==> config.mk <==
export PLATFORM = sky130hd
export DESIGN_NAME = sensor_frame_crc_check_convert_top_flat
export DESIGN_NICKNAME = d
export VERILOG_FILES = /design/src/rtl/core/sfcc_pkg.sv /design/src/rtl/core/sfcc_if.sv /design/src/rtl/core/sfcc_frame.sv /design/src/rtl/core/sfcc_scale.sv /design/src/rtl/core/sensor_frame_crc_check_convert_top.sv /design/src/flat_wrapper.sv
export SDC_FILE = /design/constraint.sdc
export NUM_CORES = 1
export LEC_CHECK = 0
export BUFFER_PORTS_ARGS = -buffer_cell sky130_fd_sc_hd__buf_2
export CORE_ASPECT_RATIO = 0.5
export CORE_UTILIZATION = 44
export DETAILED_ROUTE_END_ITERATION = 8
export SLEW_MARGIN = 0
export SYNTH_ARGS = -nofsm -noshare
export SYNTH_HDL_FRONTEND = slang
export SYNTH_SLANG_ARGS = --single-unit
==> constraint.sdc <==
create_clock -name clk -period 4.6 [get_ports clk]
set_input_delay 0 -clock clk [delete_from_list [all_inputs] [get_ports clk]]
set_output_delay 0 -clock clk [all_outputs]
set_load 0.05 [all_outputs]
==> src/rtl/core/sfcc_pkg.sv <==
// shared types, constants and the crc-8 step function
// no dependencies
package sfcc_pkg;

  localparam logic [7:0]  CRC_POLY    = 8'h31;
  localparam logic [7:0]  CRC_INIT    = 8'hFF;
  localparam logic [15:0] FULL_SCALE  = 16'hFFFF;
  localparam logic [14:0] TEMP_SPAN   = 15'd17500;
  localparam logic [13:0] HUM_SPAN    = 14'd10000;
  localparam logic [15:0] TEMP_OFFSET = 16'd4500;

  localparam int PROD_T_W = 31;
  localparam int PROD_H_W = 30;

  localparam logic [2:0] POS_T_HI  = 3'd0;
  localparam logic [2:0] POS_T_LO  = 3'd1;
  localparam logic [2:0] POS_T_CRC = 3'd2;
  localparam logic [2:0] POS_H_HI  = 3'd3;
  localparam logic [2:0] POS_H_LO  = 3'd4;
  localparam logic [2:0] POS_H_CRC = 3'd5;

  typedef enum logic [1:0] {
    STATUS_OK       = 2'd0,
    STATUS_TEMP_BAD = 2'd1,
    STATUS_HUM_BAD  = 2'd2
  } sfcc_status_t;

  typedef struct packed {
    logic [15:0]         raw_t;
    logic [15:0]         raw_h;
    logic [PROD_T_W-1:0] prod_t;
    logic [PROD_H_W-1:0] prod_h;
    sfcc_status_t        status;
  } sfcc_meas_t;

  function automatic logic [7:0] sfcc_crc8(input logic [7:0] crc, input logic [7:0] b);
    logic [7:0] c;
    c = crc ^ b;
    for (int k = 0; k < 8; k++) begin
      c = c[7] ? ((c << 1) ^ CRC_POLY) : (c << 1);
    end
    return c;
  endfunction

endpackage

==> src/rtl/core/sfcc_if.sv <==
// valid/ready channel interfaces for frame bytes and converted results
// no dependencies
interface sfcc_in_if;
  logic       valid;
  logic       ready;
  logic [7:0] data_byte;
  logic       frame_start;

  modport source (output valid, output data_byte, output frame_start, input ready);
  modport sink (input valid, input data_byte, input frame_start, output ready);
endinterface

interface sfcc_out_if;
  logic               valid;
  logic               ready;
  logic [15:0]        raw_temperature;
  logic [15:0]        raw_humidity;
  logic signed [14:0] temperature_centi;
  logic [13:0]        humidity_centi;
  logic [1:0]         status;

  modport source (output valid, output raw_temperature, output raw_humidity,
                  output temperature_centi, output humidity_centi, output status,
                  input ready);
  modport sink (input valid, input raw_temperature, input raw_humidity,
                input temperature_centi, input humidity_centi, input status,
                output ready);
endinterface

==> src/rtl/core/sfcc_frame.sv <==
// frame assembly, crc-8 checks and scaling products
// depends on sfcc_pkg
module sfcc_frame (
  input  logic                clk,
  input  logic                rst_n,
  input  logic                s1_vld,
  input  logic [7:0]          s1_byte,
  input  logic                s1_start,
  output logic                s1_ready,
  output logic                s2_vld,
  output sfcc_pkg::sfcc_meas_t s2_meas,
  input  logic                s3_ready
);
  import sfcc_pkg::*;

  logic [2:0]   pos_r, pos_nxt, pos_cur;
  logic [7:0]   crc_r, crc_nxt;
  logic [15:0]  temp_r, temp_nxt;
  logic [15:0]  hum_r, hum_nxt;
  logic         tgood_r, tgood_nxt;
  logic         s2_vld_r, s2_vld_nxt;
  sfcc_meas_t   meas_r, meas_nxt;
  logic         take;
  logic         hgood;

  assign s1_ready = !s2_vld_r || s3_ready;
  assign take     = s1_vld && s1_ready;
  assign s2_vld   = s2_vld_r;
  assign s2_meas  = meas_r;

  always_comb begin
    pos_cur = s1_start ? POS_T_HI : pos_r;
    if (pos_cur > POS_H_CRC) begin
      pos_cur = POS_T_HI;
    end
  end

  assign hgood = (crc_r == s1_byte);

  always_comb begin
    pos_nxt    = pos_r;
    crc_nxt    = crc_r;
    temp_nxt   = temp_r;
    hum_nxt    = hum_r;
    tgood_nxt  = tgood_r;
    s2_vld_nxt = s2_vld_r;
    meas_nxt   = meas_r;
    if (s3_ready) begin
      s2_vld_nxt = 1'b0;
    end
    if (take) begin
      pos_nxt = (pos_cur == POS_H_CRC) ? POS_T_HI : pos_cur + 3'd1;
      unique case (pos_cur)
        POS_T_HI: begin
          temp_nxt = {s1_byte, 8'h00};
          crc_nxt  = sfcc_crc8(CRC_INIT, s1_byte);
        end
        POS_T_LO: begin
          temp_nxt = {temp_r[15:8], s1_byte};
          crc_nxt  = sfcc_crc8(crc_r, s1_byte);
        end
        POS_T_CRC: begin
          tgood_nxt = (crc_r == s1_byte);
        end
        POS_H_HI: begin
          hum_nxt = {s1_byte, 8'h00};
          crc_nxt = sfcc_crc8(CRC_INIT, s1_byte);
        end
        POS_H_LO: begin
          hum_nxt = {hum_r[15:8], s1_byte};
          crc_nxt = sfcc_crc8(crc_r, s1_byte);
        end
        default: begin
          s2_vld_nxt      = 1'b1;
          meas_nxt.raw_t  = temp_r;
          meas_nxt.raw_h  = hum_r;
          meas_nxt.prod_t = PROD_T_W'(temp_r) * PROD_T_W'(TEMP_SPAN);
          meas_nxt.prod_h = PROD_H_W'(hum_r) * PROD_H_W'(HUM_SPAN);
          priority if (!tgood_r) begin
            meas_nxt.status = STATUS_TEMP_BAD;
          end else if (!hgood) begin
            meas_nxt.status = STATUS_HUM_BAD;
          end else begin
            meas_nxt.status = STATUS_OK;
          end
        end
      endcase
    end
  end

  always_ff @(posedge clk) begin
    if (!rst_n) begin
      pos_r    <= POS_T_HI;
      crc_r    <= CRC_INIT;
      temp_r   <= '0;
      hum_r    <= '0;
      tgood_r  <= 1'b0;
      s2_vld_r <= 1'b0;
    end else begin
      pos_r    <= pos_nxt;
      crc_r    <= crc_nxt;
      temp_r   <= temp_nxt;
      hum_r    <= hum_nxt;
      tgood_r  <= tgood_nxt;
      s2_vld_r <= s2_vld_nxt;
    end
  end

  always_ff @(posedge clk) begin
    meas_r <= meas_nxt;
  end

endmodule

==> src/rtl/core/sfcc_scale.sv <==
// divide-by-full-scale correction and the result register
// depends on sfcc_pkg and sfcc_out_if
module sfcc_scale (
  input  logic                 clk,
  input  logic                 rst_n,
  input  logic                 s2_vld,
  input  sfcc_pkg::sfcc_meas_t s2_meas,
  output logic                 s3_ready,
  sfcc_out_if.source           out_chan
);
  import sfcc_pkg::*;

  logic        vld_r, vld_nxt;
  logic [15:0] raw_t_r, raw_h_r;
  logic [14:0] tc_r, tc_nxt;
  logic [13:0] hc_r, hc_nxt;
  logic [1:0]  st_r;
  logic        load;

  logic [14:0] qt, qt_c;
  logic [16:0] rt;
  logic [15:0] tdiff;
  logic [13:0] qh;
  logic [16:0] rh;

  assign s3_ready = !vld_r || out_chan.ready;
  assign load     = s2_vld && s3_ready;

  // p / 65535 = q + (lo + q >= 65535), with q = p >> 16
  always_comb begin
    qt     = s2_meas.prod_t[30:16];
    rt     = 17'(s2_meas.prod_t[15:0]) + 17'(qt);
    qt_c   = qt + 15'(rt >= 17'(FULL_SCALE));
    tdiff  = 16'(qt_c) - TEMP_OFFSET;
    tc_nxt = tdiff[14:0];
    qh     = s2_meas.prod_h[29:16];
    rh     = 17'(s2_meas.prod_h[15:0]) + 17'(qh);
    hc_nxt = qh + 14'(rh >= 17'(FULL_SCALE));
  end

  always_comb begin
    vld_nxt = vld_r;
    if (load) begin
      vld_nxt = 1'b1;
    end else if (out_chan.ready) begin
      vld_nxt = 1'b0;
    end
  end

  always_ff @(posedge clk) begin
    if (!rst_n) begin
      vld_r <= 1'b0;
    end else begin
      vld_r <= vld_nxt;
    end
  end

  always_ff @(posedge clk) begin
    if (load) begin
      raw_t_r <= s2_meas.raw_t;
      raw_h_r <= s2_meas.raw_h;
      tc_r    <= tc_nxt;
      hc_r    <= hc_nxt;
      st_r    <= s2_meas.status;
    end
  end

  assign out_chan.valid             = vld_r;
  assign out_chan.raw_temperature   = raw_t_r;
  assign out_chan.raw_humidity      = raw_h_r;
  assign out_chan.temperature_centi = $signed(tc_r);
  assign out_chan.humidity_centi    = hc_r;
  assign out_chan.status            = st_r;

endmodule

==> src/rtl/core/sensor_frame_crc_check_convert_top.sv <==
// channel     | direction | payload
// in_chan     | sink      | data_byte, frame_start
// out_chan    | source    | raw_temperature, raw_humidity, temperature_centi,
//             |           | humidity_centi, status
// one byte request per cycle unless stalled; a result follows its sixth byte
// three register stages: input register, frame state with product register,
// result register after the divide correction
// the input and result registers decouple the two sides, so a stalled result
// does not stop byte intake until all stages are full
// synchronous active-low reset clears the frame position, crc and valid bits
// depends on sfcc_pkg, sfcc_if, sfcc_frame and sfcc_scale
module sensor_frame_crc_check_convert_top (
  input  logic      clk,
  input  logic      rst_n,
  sfcc_in_if.sink   in_chan,
  sfcc_out_if.source out_chan
);
  import sfcc_pkg::*;

  logic       in_vld_r, in_vld_nxt;
  logic [7:0] in_byte_r;
  logic       in_start_r;
  logic       s1_ready;
  logic       s2_vld;
  sfcc_meas_t s2_meas;
  logic       s3_ready;
  logic       in_take;

  assign in_chan.ready = !in_vld_r || s1_ready;
  assign in_take       = in_chan.valid && in_chan.ready;

  always_comb begin
    in_vld_nxt = in_vld_r;
    if (in_take) begin
      in_vld_nxt = 1'b1;
    end else if (s1_ready) begin
      in_vld_nxt = 1'b0;
    end
  end

  always_ff @(posedge clk) begin
    if (!rst_n) begin
      in_vld_r <= 1'b0;
    end else begin
      in_vld_r <= in_vld_nxt;
    end
  end

  always_ff @(posedge clk) begin
    if (in_take) begin
      in_byte_r  <= in_chan.data_byte;
      in_start_r <= in_chan.frame_start;
    end
  end

  sfcc_frame u_frame (
    .clk      (clk),
    .rst_n    (rst_n),
    .s1_vld   (in_vld_r),
    .s1_byte  (in_byte_r),
    .s1_start (in_start_r),
    .s1_ready (s1_ready),
    .s2_vld   (s2_vld),
    .s2_meas  (s2_meas),
    .s3_ready (s3_ready)
  );

  sfcc_scale u_scale (
    .clk      (clk),
    .rst_n    (rst_n),
    .s2_vld   (s2_vld),
    .s2_meas  (s2_meas),
    .s3_ready (s3_ready),
    .out_chan (out_chan)
  );

endmodule

==> src/flat_wrapper.sv <==
// flat-port wrapper written by rule: the top's interface ports become plain ports
module sensor_frame_crc_check_convert_top_flat import sfcc_pkg::*;
  (clk, rst_n, in_chan_valid, in_chan_data_byte, in_chan_frame_start, in_chan_ready, out_chan_valid, out_chan_raw_temperature, out_chan_raw_humidity, out_chan_temperature_centi, out_chan_humidity_centi, out_chan_status, out_chan_ready);
  sfcc_in_if in_chan_i ();
  sfcc_out_if out_chan_i ();
  input  logic clk;
  input  logic rst_n;
  input wire logic [$bits(in_chan_i.valid)-1:0] in_chan_valid;
  input wire logic [$bits(in_chan_i.data_byte)-1:0] in_chan_data_byte;
  input wire logic [$bits(in_chan_i.frame_start)-1:0] in_chan_frame_start;
  output wire logic [$bits(in_chan_i.ready)-1:0] in_chan_ready;
  output wire logic [$bits(out_chan_i.valid)-1:0] out_chan_valid;
  output wire logic [$bits(out_chan_i.raw_temperature)-1:0] out_chan_raw_temperature;
  output wire logic [$bits(out_chan_i.raw_humidity)-1:0] out_chan_raw_humidity;
  output wire logic [$bits(out_chan_i.temperature_centi)-1:0] out_chan_temperature_centi;
  output wire logic [$bits(out_chan_i.humidity_centi)-1:0] out_chan_humidity_centi;
  output wire logic [$bits(out_chan_i.status)-1:0] out_chan_status;
  input wire logic [$bits(out_chan_i.ready)-1:0] out_chan_ready;
  assign in_chan_i.valid = in_chan_valid;
  assign in_chan_i.data_byte = in_chan_data_byte;
  assign in_chan_i.frame_start = in_chan_frame_start;
  assign in_chan_ready = in_chan_i.ready;
  assign out_chan_valid = out_chan_i.valid;
  assign out_chan_raw_temperature = out_chan_i.raw_temperature;
  assign out_chan_raw_humidity = out_chan_i.raw_humidity;
  assign out_chan_temperature_centi = out_chan_i.temperature_centi;
  assign out_chan_humidity_centi = out_chan_i.humidity_centi;
  assign out_chan_status = out_chan_i.status;
  assign out_chan_i.ready = out_chan_ready;
  sensor_frame_crc_check_convert_top u_core (.clk(clk), .rst_n(rst_n), .in_chan(in_chan_i), .out_chan(out_chan_i));
endmodule
Word-level counts from Yosys, hierarchy flattened
Index checks and enable logic that the tools add are counted.
W data, S select, Z words.
{"block": "classes", "addsub": 6, "multipliers": 2, "magnitude_cmp": 3, "n_eq_ne": 6, "mux": 30, "bitwise_logic": 21, "n_reduce_logical": 25}
{"cell": "$mux W6", "n": 16}
{"cell": "$pmux W16 S2", "n": 2}
{"cell": "$not A3 Y3", "n": 16}
{"cell": "$ge A17 B16 Y1 const B", "n": 2}
{"cell": "$mul A16 B13 Y29 const B", "n": 1}
{"cell": "$mul A16 B10 Y26 const B", "n": 1}
{"cell": "$add A16 B14 Y17", "n": 1}
{"cell": "$add A16 B15 Y17", "n": 1}
{"cell": "$pmux W8 S2", "n": 1}
{"cell": "$add A15 B1 Y15", "n": 1}
{"cell": "$sub A15 B13 Y15 const B", "n": 1}
{"cell": "$add A14 B1 Y14", "n": 1}
{"cell": "$reduce_and A2 Y1", "n": 5}
{"cell": "$reduce_bool A2 Y1", "n": 5}
{"cell": "$mux W3", "n": 3}
{"cell": "$eq A8 B8 Y1", "n": 1}
{"cell": "$not A8 Y8", "n": 1}
{"cell": "$xor A8 B8 Y8", "n": 1}
{"cell": "$mux W1", "n": 7}
{"cell": "$eq A3 B2 Y1 const B", "n": 2}
{"cell": "$eq A3 B3 Y1 const B", "n": 2}
{"cell": "$reduce_and A3 Y1", "n": 2}
{"cell": "$reduce_or A5 Y1", "n": 1}
{"cell": "$reduce_or A2 Y1", "n": 2}
{"cell": "other kinds (9)", "n": 17}
{"block": "word_totals", "ff_bits": 208, "in_bits": 13, "output_inout_bits": 65, "wordCells": 115}

Logic depth before layout (Yosys ltp)
Gate-level depths: netlist of the first run.
{"block": "logic_depth", "ltp_word": 18, "mapped_depth": 20, "depth_no_buf": 20}

By module
From an unflattened synthesis of the first run, not the netlist that was laid out.
{"block": "unflattened", "hier_cells": 1415, "area_unflattened_um2": 15192.1}
{"mod": "sfcc_frame", "n_inst": 1, "cells_per_inst": 1056, "area_each_um2": 10953.0, "seq_area_each_um2": 3423.3}
{"mod": "sfcc_scale", "n_inst": 1, "cells_per_inst": 345, "area_each_um2": 3911.3, "seq_area_each_um2": 1911.8}
{"mod": "sensor_frame_crc_check_convert_top", "n_inst": 1, "cells_per_inst": 14, "area_each_um2": 327.8, "seq_area_each_um2": 290.3}

Worst setup path after synthesis of the first run
OpenSTA, ideal clock, no wires.
{"block": "synth_timing", "path_type": "reg2reg", "start": "register u_core.u_frame.temp_r[12]", "end": "register u_core.u_frame.meas_r, in the netlist u_core.u_frame.s2_meas[61], data pin", "setup_ns": 0.264, "arrival_time_ns": 4.308, "t_required_ns": 4.336, "setup_slack_ns": 0.028, "path_stages_with_launch": 19, "path_buffers": 0, "synth_period_minus_slack_ns": 4.572, "path_cell_list": "dfxtp_1 ha_1 inv_1 fa_1 inv_1 ha_1 fa_1 inv_1 fa_1 inv_1 ha_1 and3_1 nand3_1 a2111oi_0 nor2_1 a31oi_2 a211o_1 o311ai_1 xnor2_1"}
{"block": "synth_via", "elab_chain_cells": 1}
{"element": "from (decl)", "line": "sfcc_frame.sv:18", "source": "logic [15:0] temp_r, temp_nxt;"}
{"element": "from (signal assigned)", "line": "sfcc_frame.sv:102", "source": "temp_r <= temp_nxt;"}
{"element": "$mul A16 B13 Y29", "line": "sfcc_frame.sv:77", "source": "meas_nxt.prod_t = PROD_T_W'(temp_r) * PROD_T_W'(TEMP_SPAN);"}
{"element": "to (signal assigned)", "line": "sfcc_frame.sv:110", "source": "meas_r <= meas_nxt;"}
{"element": "to (decl)", "line": "sfcc_frame.sv:22", "source": "sfcc_meas_t meas_r, meas_nxt;"}
Every way passes these cells.
A chain may end at the register's enable or synchronous reset.

Worst setup path in the final report of the first run
{"block": "layout_timing", "start": "register u_core.u_frame.hum_r[5]", "end": "register u_core.u_frame.meas_r, in the netlist u_core.u_frame.s2_meas[29], data pin"}
{"block": "layout_via", "elab_chain_cells": 1}
{"element": "from (decl)", "line": "sfcc_frame.sv:19", "source": "logic [15:0] hum_r, hum_nxt;"}
{"element": "from (signal assigned)", "line": "sfcc_frame.sv:103", "source": "hum_r <= hum_nxt;"}
{"element": "$mul A16 B10 Y26", "line": "sfcc_frame.sv:78", "source": "meas_nxt.prod_h = PROD_H_W'(hum_r) * PROD_H_W'(HUM_SPAN);"}
Every way passes these cells.

==> results.toml, run 1 <==
[outcome]
status = "finished, violations left"
failed_checks = "negative setup slack"

[sta]
tightest_slew_ns = 1.15
slew_headroom_pct = 22.9
fmax_ghz = 0.214
slew_viol_final = 0
setup_slack_ns = -0.0735
fin_setup_tns_ns = -0.139
hold_viol_final = 0
rsz0062_at_grt = "yes"
setup_violations = 4
period_share_pct = 102
skew_ns = 0.0199
min_period_ns = 4.67

[power]
p_leak_nw = 8.23
irDropWorstVdd_uv = 226
total_power_mw = 4.47
p_per_area_nw_per_um2 = 258

[global_route]
grtUsageTotal_pct = 18.5
grt_pass1_wl_mm = 49.7
overflow = 0
antenna_found_initial = 0
grt_max_degree = 48
grt_pass1_vias = 9973

[clocking]
numCtsBuffers = 22
clk_latency_ns = 0.54
cts.path.max_buffers = 3
cts_tree = "built"
h-tree-depth = 1
clkTransAtPathRegs_ns = 0.07
cts_sinks = 203
cts_root_buf = "clkbuf_16"

[die]
die_h_um = 130
fp.dieW_um = 259
initial_utilization_pct = 45.3
io_pins = 78
fp.coreArea_um2 = 32000
rows = 46
die_area_um2 = 33700

[placed_design]
globalplace.congestion = 0.848
dp_hpwl_mm = 23.1
io_buffers = 77

[finish]
drive_gt1_share_pct = 19.4
nets = 1781
area_growth_pct = 19.6
diodes = 0

[synth]
syn_area_um2 = 14500
yosysSeqAreaShare_pct = 38.8
postSynthCellCount = 1304
avgSynthCellArea_um2 = 11.1
async_flop_share_pct = 0
synth_edf_count = 156
synth_flop_cell = "edfxtp_1"
yosys_warnings = 0
synth-seq-cells = 203
syn_nets = 1595
synth_cell_type_count = 61

[setup_path]
critPathLaunchType = "flip-flop"
worstSetupEndpointType = "flip-flop"
r2r_slack_ns = -0.07
path_delay_family = "adder cells"
crit_arrival_ns = 4.96
cp_max_fo = 3
crit_top_cell = "inv_2"
worstPathCellList = "inv_4, fa_1, inv_1, ha_1, inv_2, fa_1, inv_2, ha_4, inv_2, fa_1, inv_2, ha_4, or3_4, o211ai_1, nand3_1, a311oi_2, buf_4, o21bai_1, a21oi_1, xnor2_1"
worst_ep_required_time_ns = 4.89
cpMaxStageDelayCell = "fa_1"
r2r_end = "u_core.u_frame.s2_meas[29]"
crit_cells = 20
max_stage_delay_ns = 0.54
crit_start = "u_core.u_frame.hum_r[5]"
crit_end = "u_core.u_frame.s2_meas[29]"
r2r_cells = 20
timing.rr.start = "u_core.u_frame.hum_r[5]"
path_buf_inv = 7
criticalPathCategory = "reg2reg"

[drt]
initialDrtViolationCount = 421
vias = 9740
drtPass1Iterations = 5
vias_per_cell = 5.03
wl_per_cell_um = 15.8
drtAntennaViolNets = 0
drc = 0
wirelength_mm = 30.6

[worst_hold_path]
hold_depth = 2
hp-start = "in_chan_data_byte[5]"
min_path_type = "in2reg"

[flow_run]
max_cap_violations = 0
==> repair_timing <==
action | 4_1_cts | 5_1_grt
setup buffers | 8 | 3
setup endpoints to repair | 8 | 22
pin swaps | 15 | 42
gates resized for setup | 27 | 57
endpoints found under the hold margin | 13 | 0
hold buffers | 13 | 0
==> cell type report <==
| class | count | area (um^2) |
|---|---|---|
| clock buffers | 24 | 578 |
| clock inverters | 16 | 215 |
| fillers | 2808 | 14700 |
| inverters | 236 | 890 |
| multi-input cells | 840 | 8190 |
| flip-flops and latches | 203 | 5640 |
| well taps | 432 | 541 |
| repair buffers | 187 | 1270 |
==> cells by family (layout without fill, tap and decap cells) <==
group                    Yosys count  in the layout  synth area share [%]
AO/OA/AOI/OAI                    211            211                  9.75
multiplexers                      21             21                  1.45
flip-flops                       203            203                  38.8
XOR/XNOR                         121            121                  7.32
AND/OR/NAND/NOR                  209            209                  7.60
adder cells (fa/ha/maj)          278            278                  28.3
buffers and inverters            261            463                  6.77
==> synth_stat cells (21+ instances only) <==
cell type	n	area share, %
nor2b_1	42	1.8
ha_1	196	17
nor2_1	27	0.70
nand2_1	50	1.3
inv_1	236	6.1
fa_1	82	11
mux2i_1	21	1.5
a21oi_1	60	2.1
xor2_1	45	2.7
a21o_1	21	1.1
edfxtp_1	156	32
dfxtp_1	47	6.5
xnor2_1	76	4.6
o21ai_0	23	0.79
clkbuf_1	23	0.60
==> stage by stage <==
stage | hold slack (ns) | util [%] | cell area (um^2) | setup WS, ns | std cells
after floorplan | 0.0989 | - | 14500 | 0.0281 | 1304
after global placement | 0.177 | 49.9 | 16000 | -0.0316 | 1875
after detailed placement | 0.179 | 49.9 | 16000 | -0.109 | 1875
after CTS | 0.154 | 53.2 | 17000 | -0.0231 | 1936
after global routing | 0.162 | 54.1 | 17300 | -0.206 | 1938
final | 0.180 | 54.1 | 17300 | -0.0735 | 1938
==> layer usage <==
metal / global-route usage [%] / part of all wire (%)
met1: 24.6 / 48
met4: 4.14 / 1.8
met2: 32.0 / 47
met3: 2.91 / 3.2
met5: 0 / 0
==> cells in the final DEF (no fill, tap or decap), types with 9 or more instances in the layout <==
cell type,count
nor3_1,15
edfxtp_1,156
nor2b_1,40
nand3_1,20
buf_2,77
clkbuf_16,22
a21o_1,21
ha_4,10
a22oi_1,16
xnor2_1,75
o211ai_1,10
o21a_1,10
nor2_1,25
o21ai_0,21
inv_2,11
buf_4,89
dfxtp_1,37
nand2_1,50
dlygate4sd3_1,13
nand2b_1,9
ha_1,183
xor2_1,45
a21oi_1,52
fa_1,81
and3_1,13
inv_1,223
o21bai_1,10
mux2i_1,21
==> how the worst min path moves through the flow <==
stage	endpoint
2_1_floorplan	u_core.in_byte_r[0]
3_3_place_gp	u_core.in_start_r
3_5_place_dp	u_core.in_byte_r[2]
4_1_cts	u_core.in_byte_r[1]
5_1_grt	u_core.in_byte_r[5]
6_report	u_core.in_byte_r[5]
==> power breakdown <==
| group | total [mW] | leakage, nW | internal, mW | switching, mW |
|---|---|---|---|---|
| clock network | 1.97 | 0.392 | 1.15 | 0.817 |
| registers | 2.02 | 1.84 | 1.98 | 0.0436 |
| logic | 0.477 | 6.00 | 0.223 | 0.254 |
| total | 4.47 | 8.23 | 3.35 | 1.11 |
==> registers in the layout (all words and copies together), names as in the netlist <==
register                                   count
u_core.u_scale.out_chan.raw_temperature       16
u_core.u_frame.temp_r                         16
u_core.in_byte_r                               8
u_core.u_scale.out_chan.valid                  1
u_core.in_start_r                              1
u_core.u_scale.out_chan.status                 2
u_core.u_frame.pos_r                           3
u_core.u_frame.tgood_r                         1
u_core.u_frame.crc_r                           8
u_core.u_frame.s2_meas                        84
u_core.in_vld_r                                1
u_core.u_frame.hum_r                          16
u_core.u_scale.out_chan.humidity_centi        14
u_core.u_frame.s2_vld                          1
u_core.u_scale.out_chan.temperature_centi     15
u_core.u_scale.out_chan.raw_humidity          16
Note: power is estimated with default switching activity, not from simulation.
==> inputs of run 2 (changes only) <==
- CORE_ASPECT_RATIO: 0.5 -> not set
- CTS_BUF_LIST: not set -> sky130_fd_sc_hd__clkbuf_4 sky130_fd_sc_hd__clkbuf_8
- CTS_CLUSTER_DIAMETER: not set -> 80
==> run 2 against run 1 <==
  * The flow now finishes without violations
  * Cell count rose by 1.6%
  * Register-to-register slack improved by 0.15 ns
  * Critical endpoint is now u_core.u_frame.s2_meas[31]
  * Critical path type unchanged
  * Die area fell by 0.13%
  * Sequential share of layout area rose by 0.17 points
  * Flip-flop and latch count did not move
  * Routed wire length fell by 4.2%
  * Clock skew fell by 0.00084 ns
  * Power fell by 4.9%
  * Non-clock buffer count fell by 7
==> results.toml, run 2 (synthesis results as in run 1) <==
[global_route]
overflow = 0
antenna_found_initial = 0
grt_pass1_wl_mm = 47.5
grtUsageTotal_pct = 17.8
grt_max_degree = 50
grt_pass1_vias = 9459

[sta]
holdWs_ns = 0.173
fmax_ghz = 0.221
setup_violations = 0
setup_slack_ns = 0.0786
rsz0062_at_grt = "yes"
min_period_ns = 4.52
slew_viol_final = 0
slew_headroom_pct = 28.4
tightest_slew_ns = 1.07
period_share_pct = 98.3
skew_ns = 0.0190
hold_viol_final = 0

[placed_design]
io_buffers = 77
dp_hpwl_mm = 22.0
dp.cells = 1882
globalplace.congestion = 0.816
preCtsSetupSlack_ns = -0.107

[finish]
drive_gt1_share_pct = 20.0
fin_cells = 1969
final_cell_mix = "inv_1, ha_1, edfxtp_1"
area_growth_pct = 19.0
nets = 1790
final_util_pct = 53.1
largest_reg_flops = 84
mostFrequentLayoutCell = "inv_1"
diodes = 0

[power]
p_leak_nw = 8.17
p_per_area_nw_per_um2 = 247
irDropWorstVdd_uv = 246
total_power_mw = 4.25

[setup_path]
cp_max_fo = 3
worst_ep_required_time_ns = 4.90
crit_arrival_ns = 4.82
r2r_slack_ns = 0.08
max_stage_delay_ns = 0.54
worstSetupEndpointType = "flip-flop"
crit_top_cell = "inv_2"
cpMaxStageDelayCell = "fa_1"
worstPathCellList = "inv_2, fa_1, inv_2, ha_4, inv_2, fa_1, inv_1, ha_1, inv_2, fa_1, inv_2, ha_4, or3_4, o211ai_1, nand3_1, a311oi_2, buf_4, o21ai_2, a21oi_2, xnor2_1"
critPathLaunchType = "flip-flop"
criticalPathCategory = "reg2reg"

[clocking]
h-tree-depth = 2
cts_root_buf = "clkbuf_8"
numCtsBuffers = 38
clkTransAtPathRegs_ns = 0.06
cts.path.max_buffers = 3
cts_tree = "built"
clk_latency_ns = 0.55
cts_sinks = 203

[drt]
drtAntennaViolNets = 0
vias = 9559
wl_per_cell_um = 14.9
wirelength_mm = 29.3
vias_per_cell = 4.85
drtPass1Iterations = 5
drc = 0
initialDrtViolationCount = 480

[die]
fp.coreArea_um2 = 32500
io_pins = 78
fp.dieW_um = 183
rows = 66
die_h_um = 183
initial_utilization_pct = 44.6
die_area_um2 = 33600

[outcome]
status = "finished clean"

[flow_run]
max_cap_violations = 0

[worst_hold_path]
min_path_type = "in2reg"
## run 2: cell count changes in the layout (fill, tap and decap cells not counted), moves of 5 or more
| cell | previous run | this run |
|---|---|---|
| clkbuf_8 | 2 | 39 |
| clkbuf_16 | 22 | 0 |
| clkinv_1 | 0 | 11 |
| buf_6 | 8 | 0 |
| clkbuf_4 | 0 | 5 |
## run 2: final timing paths
path | from | to | cells past startpoint
setup / recovery | u_core.u_frame.hum_r[4] | u_core.u_frame.s2_meas[31] | 20
hold / removal | in_chan_data_byte[0] | u_core.in_byte_r[0] | 2
setup reg to reg | u_core.u_frame.hum_r[4] | u_core.u_frame.s2_meas[31] | 20
hold reg to reg | u_core.u_frame.s2_meas[72] | u_core.u_scale.out_chan.raw_humidity[9] | 0
## run 2: worst max-delay path, delay by kind of cell (launching register included)
family | cells | cell delay [ns]
buffers and inverters | 7 | 0.41
adder cells (fa/ha/maj) | 6 | 2.27
AND/OR/NAND/NOR | 2 | 0.51
AO/OA/AOI/OAI | 4 | 0.66
flip-flops | 1 | 0.33
XOR/XNOR | 1 | 0.09
## run 2: what timing repair did
action / 4_1_cts / 5_1_grt
setup buffers: 2 / 4
gates cloned: 0 / 0
pin swaps: 15 / 36
hold buffers: 13 / 0
endpoints found under the setup margin: 11 / 21
gates resized for setup: 20 / 61
endpoints found under the hold margin: 25 / 0
## run 2: report_power, final
| group | switching (mW) | leakage, nW | internal, mW |
|---|---|---|---|
| Sequential | 0.0420 | 1.84 | 1.98 |
| Clock | 0.794 | 0.390 | 0.953 |
| Combinational | 0.254 | 5.94 | 0.224 |
| Total | 1.09 | 8.17 | 3.16 |
## run 2: cell type report
type                            instances  area [um^2]
Timing Repair Buffer                  180         1200
Tap cell                              442          553
Multi-Input combinational cell        840         8210
Sequential cell                       203         5640
Fill cell                            2825        15200
Clock inverter                         24          170
Clock buffer                           44          574
Inverter                              236          890
## run 2: through the flow
stage	setup TNS [ns]	instance area, um^2
2_1_floorplan	0	14500
5_1_grt	-0.418	17200
3_5_place_dp	-0.401	16000
3_3_place_gp	-0.0859	16000
6_report	0	17200
4_1_cts	0	16900
## run 2: routing by layer
metal / global-route usage [%] / share of wire [%] / up-vias
met1: 25.0 / 49 / 4495
met4: 5.17 / 2.2 / 0
met5: 0 / 0 / -
li1: - / - / 4858
met3: 3.01 / 3.5 / 45
met2: 28.2 / 45 / 161
